File: src/rtl/gf2_128_exponentiation_macros.svh
// ----------------------------------------------------------------------------
// GF(2^128) exponentiation assertion macros
// Shared concurrent assertion forms for the exponentiation block.
// ----------------------------------------------------------------------------
`ifndef GF2_128_EXPONENTIATION_MACROS_SVH
`define GF2_128_EXPONENTIATION_MACROS_SVH

// same-cycle implication
`define GFE_ASSERT_NOW(label, clk, rst_n, ante, cons, msg) \
	label: assert property (@(posedge clk) disable iff (!rst_n) (ante) |-> (cons)) \
		else $error(msg);

// next-cycle implication
`define GFE_ASSERT_NEXT(label, clk, rst_n, ante, cons, msg) \
	label: assert property (@(posedge clk) disable iff (!rst_n) (ante) |=> (cons)) \
		else $error(msg);

`endif

File: src/rtl/gfe_pkg.sv
// ----------------------------------------------------------------------------
// GF(2^128) exponentiation package
// Widths, field constants, sequencer states and multiplier interface types.
// ----------------------------------------------------------------------------
package gfe_pkg;

	localparam int GF_W       = 128;
	localparam int HALF_W     = 64;
	localparam int POLY_W     = 8;
	localparam logic [POLY_W-1:0] GF_POLY = 8'h87;

	// multiplier bits consumed per cycle
	localparam int DIGIT_W    = 8;
	localparam int MUL_STEPS  = GF_W / DIGIT_W;
	localparam int MUL_CNT_W  = $clog2(MUL_STEPS);
	localparam int BIT_CNT_W  = $clog2(GF_W);

	localparam int IN_DATA_W  = 2 * GF_W;
	localparam int OUT_DATA_W = GF_W;

	typedef logic [GF_W-1:0] gf_elem_t;

	typedef enum logic [2:0] {
		ST_IDLE,
		ST_SCAN,
		ST_SQR,
		ST_MUL,
		ST_DONE
	} gfe_state_t;

	typedef struct packed {
		logic     start;
		gf_elem_t a;
		gf_elem_t b;
	} mul_req_t;

	typedef struct packed {
		logic     busy;
		logic     done;
		gf_elem_t product;
	} mul_rsp_t;

endpackage

File: src/rtl/gf2_128_exponentiation.sv
// ----------------------------------------------------------------------------
// GF(2^128) exponentiation
// base^exponent by left-to-right square-and-multiply on one shared multiplier.
// ----------------------------------------------------------------------------
// Input word on s_axis: base (128 bits) and exponent (128 bits). Output word
// on m_axis: the power, 128 bits. A zero exponent gives the element 1.
// One word is worked on at a time; s_axis_tready is high only while idle.
// The exponent is scanned MSB first, one bit per step. Leading zero bits
// take one scan step each and the top set bit loads the base directly;
// every later bit costs a square, or a square and a multiply, on the
// digit-serial multiplier (8 bits a cycle), each with issue and hand-back.
// The result sits in an output register: a new word is accepted while it
// waits, and a finished power waits in the sequencer while m_axis_tready
// is low and the output register is still full.
// Reset (arst_n low) empties the output register and returns to idle.
// ----------------------------------------------------------------------------
`include "gf2_128_exponentiation_macros.svh"

module gf2_128_exponentiation (
	input  logic                           clk,
	input  logic                           arst_n,
	input  logic                           s_axis_tvalid,
	output logic                           s_axis_tready,
	// base_lo, base_hi, exponent_lo, exponent_hi
	input  logic [gfe_pkg::IN_DATA_W-1:0]  s_axis_tdata,
	output logic                           m_axis_tvalid,
	input  logic                           m_axis_tready,
	// power_lo, power_hi
	output logic [gfe_pkg::OUT_DATA_W-1:0] m_axis_tdata
);
	import gfe_pkg::*;

	gfe_state_t           state_q;
	gfe_state_t           state_d;
	gf_elem_t             base_q;
	gf_elem_t             exp_q;
	gf_elem_t             power_q;
	gf_elem_t             out_q;
	logic [BIT_CNT_W-1:0] bitcnt_q;
	logic                 started_q;
	logic                 out_valid_q;

	mul_req_t             mul_req;
	mul_rsp_t             mul_rsp;

	logic                 in_fire;
	logic                 bit_now;
	logic                 last_bit;
	logic                 advance;
	logic                 take_base;
	logic                 load_power;
	logic                 load_out;

	gfe_mul u_mul (
		.clk    (clk),
		.arst_n (arst_n),
		.req    (mul_req),
		.rsp    (mul_rsp)
	);

	assign s_axis_tready = (state_q == ST_IDLE);
	assign in_fire       = s_axis_tvalid && s_axis_tready;
	assign bit_now       = exp_q[GF_W-1];
	assign last_bit      = (bitcnt_q == BIT_CNT_W'(GF_W - 1));

	always_ff @(posedge clk or negedge arst_n) begin
		if (!arst_n) begin
			state_q <= ST_IDLE;
		end else begin
			state_q <= state_d;
		end
	end

	always_comb begin
		state_d       = state_q;
		mul_req.start = 1'b0;
		mul_req.a     = power_q;
		mul_req.b     = power_q;
		advance       = 1'b0;
		take_base     = 1'b0;
		load_power    = 1'b0;
		load_out      = 1'b0;
		case (state_q)
			ST_IDLE: begin
				if (in_fire) begin
					state_d = ST_SCAN;
				end
			end
			ST_SCAN: begin
				if (started_q) begin
					mul_req.start = 1'b1;
					state_d       = ST_SQR;
				end else begin
					// power is still 1: squaring is a no-op, multiply is a copy
					take_base = bit_now;
					advance   = 1'b1;
					state_d   = last_bit ? ST_DONE : ST_SCAN;
				end
			end
			ST_SQR: begin
				if (mul_rsp.done) begin
					load_power = 1'b1;
					if (bit_now) begin
						mul_req.start = 1'b1;
						mul_req.a     = mul_rsp.product;
						mul_req.b     = base_q;
						state_d       = ST_MUL;
					end else begin
						advance = 1'b1;
						state_d = last_bit ? ST_DONE : ST_SCAN;
					end
				end
			end
			ST_MUL: begin
				if (mul_rsp.done) begin
					load_power = 1'b1;
					advance    = 1'b1;
					state_d    = last_bit ? ST_DONE : ST_SCAN;
				end
			end
			ST_DONE: begin
				if (!out_valid_q || m_axis_tready) begin
					load_out = 1'b1;
					state_d  = ST_IDLE;
				end
			end
			default: begin
				state_d = ST_IDLE;
			end
		endcase
	end

	always_ff @(posedge clk or negedge arst_n) begin
		if (!arst_n) begin
			bitcnt_q    <= '0;
			started_q   <= 1'b0;
			out_valid_q <= 1'b0;
		end else begin
			if (in_fire) begin
				bitcnt_q  <= '0;
				started_q <= 1'b0;
			end else begin
				if (advance) begin
					bitcnt_q <= bitcnt_q + 1'b1;
				end
				if (take_base) begin
					started_q <= 1'b1;
				end
			end
			if (load_out) begin
				out_valid_q <= 1'b1;
			end else if (m_axis_tready) begin
				out_valid_q <= 1'b0;
			end
		end
	end

	always_ff @(posedge clk) begin
		if (in_fire) begin
			base_q  <= s_axis_tdata[GF_W-1:0];
			exp_q   <= s_axis_tdata[IN_DATA_W-1:GF_W];
			power_q <= gf_elem_t'(1);
		end else begin
			if (take_base) begin
				power_q <= base_q;
			end else if (load_power) begin
				power_q <= mul_rsp.product;
			end
			if (advance) begin
				exp_q <= exp_q << 1;
			end
		end
		if (load_out) begin
			out_q <= power_q;
		end
	end

	assign m_axis_tvalid = out_valid_q;
	assign m_axis_tdata  = out_q;

	`GFE_ASSERT_NOW(a_done_in_mul_state, clk, arst_n, mul_rsp.done,
		(state_q == ST_SQR || state_q == ST_MUL), "multiplier done outside a multiply step")
	`GFE_ASSERT_NOW(a_start_when_free, clk, arst_n, mul_req.start, !mul_rsp.busy,
		"multiplier started while busy")
	`GFE_ASSERT_NEXT(a_accept_restarts, clk, arst_n, in_fire,
		(state_q == ST_SCAN && !started_q && bitcnt_q == '0), "accept did not restart the scan")

endmodule

File: src/rtl/gfe_mul.sv
// ----------------------------------------------------------------------------
// GF(2^128) digit-serial multiplier
// Shift-and-add product mod x^128+x^7+x^2+x+1, DIGIT_W multiplier bits a cycle,
// least significant first. done pulses one cycle with the product held.
// ----------------------------------------------------------------------------
module gfe_mul (
	input  logic              clk,
	input  logic              arst_n,
	input  gfe_pkg::mul_req_t req,
	output gfe_pkg::mul_rsp_t rsp
);
	import gfe_pkg::*;

	function automatic gf_elem_t times_x(input gf_elem_t v);
		gf_elem_t r;
		r = {v[GF_W-2:0], 1'b0};
		if (v[GF_W-1]) begin
			r[POLY_W-1:0] = r[POLY_W-1:0] ^ GF_POLY;
		end
		return r;
	endfunction

	gf_elem_t             acc_q;
	gf_elem_t             run_q;
	gf_elem_t             mult_q;
	gf_elem_t             acc_d;
	gf_elem_t             run_d;
	logic [MUL_CNT_W-1:0] cnt_q;
	logic                 busy_q;
	logic                 done_q;
	logic                 last_step;

	assign last_step = (cnt_q == MUL_CNT_W'(MUL_STEPS - 1));

	always_comb begin
		acc_d = acc_q;
		run_d = run_q;
		for (int k = 0; k < DIGIT_W; k++) begin
			if (mult_q[k]) begin
				acc_d = acc_d ^ run_d;
			end
			run_d = times_x(run_d);
		end
	end

	always_ff @(posedge clk or negedge arst_n) begin
		if (!arst_n) begin
			busy_q <= 1'b0;
			done_q <= 1'b0;
			cnt_q  <= '0;
		end else begin
			done_q <= busy_q && last_step;
			if (req.start) begin
				busy_q <= 1'b1;
				cnt_q  <= '0;
			end else if (busy_q) begin
				cnt_q <= cnt_q + 1'b1;
				if (last_step) begin
					busy_q <= 1'b0;
				end
			end
		end
	end

	always_ff @(posedge clk) begin
		if (req.start) begin
			acc_q  <= '0;
			run_q  <= req.a;
			mult_q <= req.b;
		end else if (busy_q) begin
			acc_q  <= acc_d;
			run_q  <= run_d;
			mult_q <= mult_q >> DIGIT_W;
		end
	end

	assign rsp.busy    = busy_q;
	assign rsp.done    = done_q;
	assign rsp.product = acc_q;

endmodule
File: config.mk
export PLATFORM = sky130hd
export DESIGN_NAME = gf2_128_exponentiation
export DESIGN_NICKNAME = d
export VERILOG_FILES = /design/src/rtl/gfe_pkg.sv /design/src/rtl/gf2_128_exponentiation.sv /design/src/rtl/gfe_mul.sv
export VERILOG_INCLUDE_DIRS = /design/src /design/src/rtl
export SDC_FILE = /design/constraint.sdc
export NUM_CORES = 2
export LEC_CHECK = 0
export BUFFER_PORTS_ARGS = -buffer_cell sky130_fd_sc_hd__clkbuf_2
export CORE_UTILIZATION = 40
export DETAILED_ROUTE_END_ITERATION = 10
export PLACE_DENSITY = 0.56
export SLEW_MARGIN = 20
export SYNTH_ARGS = -nofsm -noshare
export SYNTH_HDL_FRONTEND = slang
export SYNTH_HIERARCHICAL = 1
export SYNTH_SLANG_ARGS = --single-unit
export TNS_END_PERCENT = 50
File: constraint.sdc
create_clock -name clk -period 31.1 [get_ports clk]
set_clock_uncertainty 0.15 [all_clocks]
set_input_delay 4.665 -clock clk [delete_from_list [all_inputs] [get_ports clk]]
set_output_delay 4.665 -clock clk [all_outputs]
set_load 0.02 [all_outputs]
==> implementation parameters <==
Parameter                              Value

Yosys
  Mean area per synthesized cell ... 9.12 um^2
  Post-Synthesis Net Count ... 5867
  Post-synthesis instance area ... 51100 um^2
  Number of synthesis warnings ... 6
  Number of standard cells after synthesis ... approximately 5600

Finish
  Post-Layout Cell Count ... 7426
  Layout-stage area growth over the synthesis result ... 11.0%
  Fillers ... 12183
  Non-Filler Cell Area, Final ... between 50000 and 60000 um^2
  Layout cells sized above 1 ... 15.0%
  Final design utilization ... 44.9%
  Post-layout nets ... between 5000 and 6000

Placement
  GPL Wtd Cong ... about 0.8
  Post-DP Area ... roughly 53000 um^2
  Number of placed cells counting well taps ... a little over 7000
  Buffers on Ports ... 389
  Final HPWL DP ... 87100 um

CTS
  Number of buffers inserted by post-CTS setup repair ... 0
  Number of CTS-inserted buffers ... 101
  Source-to-sink clock delay at the later pin of the worst-skew pair ... 740 ps
  H-tree levels ... 3
  Number of hold buffers added after cts ... 0
  TritonCTS clock tree ... built
  Clk Tree Root Cell ... sky130_fd_sc_hd__clkbuf_16
  Bufs on Longest Clock Path ... 3
  Clock sink total ... between 900 and 1000
  Resize count post-CTS ... 0
  Clock slew seen by the registers of the worst setup and hold paths ... 60 ps

Power
  Switching power of the nets ... 3.40 mW
  Part of the power in combinational logic ... a little over half
  P_int ... around 4.6 mW
  Overall Power ... 8.03 mW
  Power per unit of standard cell area ... 142 nW/um^2
  Switching part of the total ... 42.4%
  Clock network fraction of total power ... between 10% and 20%
  Sequential share of power ... roughly 30%
  Leakage ... ~22 nW
  IR drop worst, VDD ... approximately 0.08 mV

Drt
  DRT antenna net count ... 0
  Routed via count divided by cell count ... between 5 and 6
  Total Wirelength ... 139000 um
  Vias ... between 30000 and 40000
  Number of violations reported at the end of detailed-routing iteration 0 ... 2869
  Routed length per placed instance ... 18.8 um
  Number of iterations in the first detailed-routing pass ... 6
  DRC violations left ... 0

Worst setup path
  Slowest cell delay on critical path ... between 800 and 900 ps
  Startpoint type of the worst setup path ... input port
  Largest driver fanout on the critical path ... 114
  CP cell instances ... clkbuf_2 > nand2_4 > inv_8 > buf_4 > buf_4 > nand2_1 > nand2_1
  CP Class ... input port to flop
  Endpoint type of the worst setup path ... flop
  CP required ... 31560 ps
  Arrival @ worst endpoint ... 7860 ps
  Slowest cell on crit path ... sky130_fd_sc_hd__buf_4

Floorplan
  Rows ... 130
  Die area ... 129000 um^2
  Area inside the core boundary ... between 100000 and 150000 um^2
  Die span in x ... roughly 360 um
  Initial core utilization ... 40.5%
  Chip height ... around 360 um
  Num ports ... 390

Outcome
  Run status ... finished clean

Timing
  Min cycle time layout ... 7400 ps
  Final Max Slew Viols ... 0
  Crit share post-route ... 23.8%
  # setup viols final ... 0
  Tightest Pin Transition ... 1100 ps
  Setup TNS ... 0 ps
  Highest attainable clock frequency ... 0.135 GHz
  Final Hold Fails ... 0
  RSZ-0062 raised after global routing ... no
  Worst slew margin ... 26.5%

Global route
  Aggregate global-route resource usage ... a little over a fifth
  Vias in the first global route ... roughly 37000
  Number of antenna violations at the first check in global routing ... 6
  Maximum number of pins on one net before global-route repair ... 154
  Congestion Overflow GR ... 0
  First-pass GRT wire length ... ~220000 um

Run
  Number of max-cap violations ... 0

Worst hold path
  Hold Crit Class ... flop to flop
## state kept, by name, summed over array words and instances, names as in the netlist
signal / flops
base_q: 128
exp_q: 128
m_axis_tdata: 128
power_q: 128
u_mul/acc_q: 128
u_mul/mult_q: 128
u_mul/run_q: 128
bitcnt_q: 7
u_mul/cnt_q: 4
state_q: 3
m_axis_tvalid: 1
started_q: 1
u_mul/busy_q: 1
u_mul/done_q: 1
## critical path, delay by kind of cell
family                 cells  cell delay (ps)
buffers and inverters      4             2270
and+or+nand+nor            3              580
## metal layers
layer / track usage (%) / part of all wire [%] / up-vias
li1: - / - / 18516
met1: 29.1 / 45 / 18319
met2: 34.3 / 47 / 925
met3: 4.15 / 5.7 / 150
met4: 5.08 / 1.9 / 4
met5: 0 / 0.019 / -
## cells in the final DEF (no fill, tap or decap), types with 4 or more instances in the layout
cell and count:
sky130_fd_sc_hd__o211ai_1 7, sky130_fd_sc_hd__clkbuf_8 7, sky130_fd_sc_hd__clkinv_1 11, sky130_fd_sc_hd__mux2i_1 10
sky130_fd_sc_hd__o221ai_1 5, sky130_fd_sc_hd__nor3_1 8, sky130_fd_sc_hd__clkinvlp_4 11, sky130_fd_sc_hd__inv_1 12
sky130_fd_sc_hd__or3_1 116, sky130_fd_sc_hd__clkinv_4 4, sky130_fd_sc_hd__o21ai_1 120, sky130_fd_sc_hd__buf_4 47
sky130_fd_sc_hd__inv_6 5, sky130_fd_sc_hd__bufinv_16 8, sky130_fd_sc_hd__nor2_1 27, sky130_fd_sc_hd__dfrtp_1 18
sky130_fd_sc_hd__clkbuf_16 103, sky130_fd_sc_hd__nand2b_1 10, sky130_fd_sc_hd__xor2_1 250, sky130_fd_sc_hd__nand2_1 2291
sky130_fd_sc_hd__clkbuf_1 21, sky130_fd_sc_hd__xor3_1 5, sky130_fd_sc_hd__xnor2_1 638, sky130_fd_sc_hd__o31ai_1 4
sky130_fd_sc_hd__xnor3_1 12, sky130_fd_sc_hd__a21oi_1 126, sky130_fd_sc_hd__clkbuf_2 389, sky130_fd_sc_hd__a31oi_1 127
sky130_fd_sc_hd__edfxtp_1 640, sky130_fd_sc_hd__o21ai_0 132, sky130_fd_sc_hd__a211oi_1 7, sky130_fd_sc_hd__dfxtp_1 256
sky130_fd_sc_hd__and2_1 8, sky130_fd_sc_hd__nand3_1 6, sky130_fd_sc_hd__clkinv_2 20, sky130_fd_sc_hd__mux2_2 243
## area by class of cell
| class | instances | area, um^2 | area share [%] |
|---|---|---|---|
| clock buffers | 131 | 2750 | 4.85 |
| clock inverters | 61 | 604 | 1.07 |
| repair buffers | 438 | 2340 | 4.13 |
| well taps | 1650 | 2060 | 3.64 |
| multi-input cells | 4215 | 24100 | 42.5 |
| diodes | 2 | 5.00 | 0.00882 |
| flip-flops and latches | 914 | 24800 | 43.7 |
| inverters | 15 | 68.8 | 0.121 |
## worst paths after layout
check                                         startpoint                         end  slack (ps)  cells past startpoint
worst max-delay path                       s_axis_tvalid         exp_q[34]$_DFFE_PP_       23700                      7
worst max register to register    state_q[2]$_DFFE_PN0P_  u_mul/mult_q[69]$_DFFE_PP_       25310                      8
worst min-delay path            power_q[98]$_SDFFE_PP0P_  m_axis_tdata[98]$_DFFE_PP_         300                      0
worst min register to register  power_q[98]$_SDFFE_PP0P_  m_axis_tdata[98]$_DFFE_PP_         300                      0
min in group asynchronous                         arst_n   m_axis_tvalid$_DFFE_PN0P_        3720                      1
max in group asynchronous                         arst_n     bitcnt_q[4]$_DFFE_PN0P_       26740                      1
## metrics by stage
stage	hold slack, ps	worst slack, ps
2_1_floorplan	279	19960
3_3_place_gp	294	22950
3_5_place_dp	298	22840
4_1_cts	304	23650
5_1_grt	300	23400
6_report	301	23700
## power groups by stage
| stage | Combinational (mW) | Clock (mW) | Sequential (mW) |
|---|---|---|---|
| floorplan | 3.77 | 0 | 2.08 |
| global placement | 4.27 | 0 | 2.44 |
| detailed placement | 4.38 | 0 | 2.44 |
| CTS | 4.41 | 1.26 | 2.43 |
| global route | 4.84 | 1.30 | 2.48 |
| finish | 4.38 | 1.22 | 2.43 |
No activity file was read; power rests on OpenSTA's default activity.
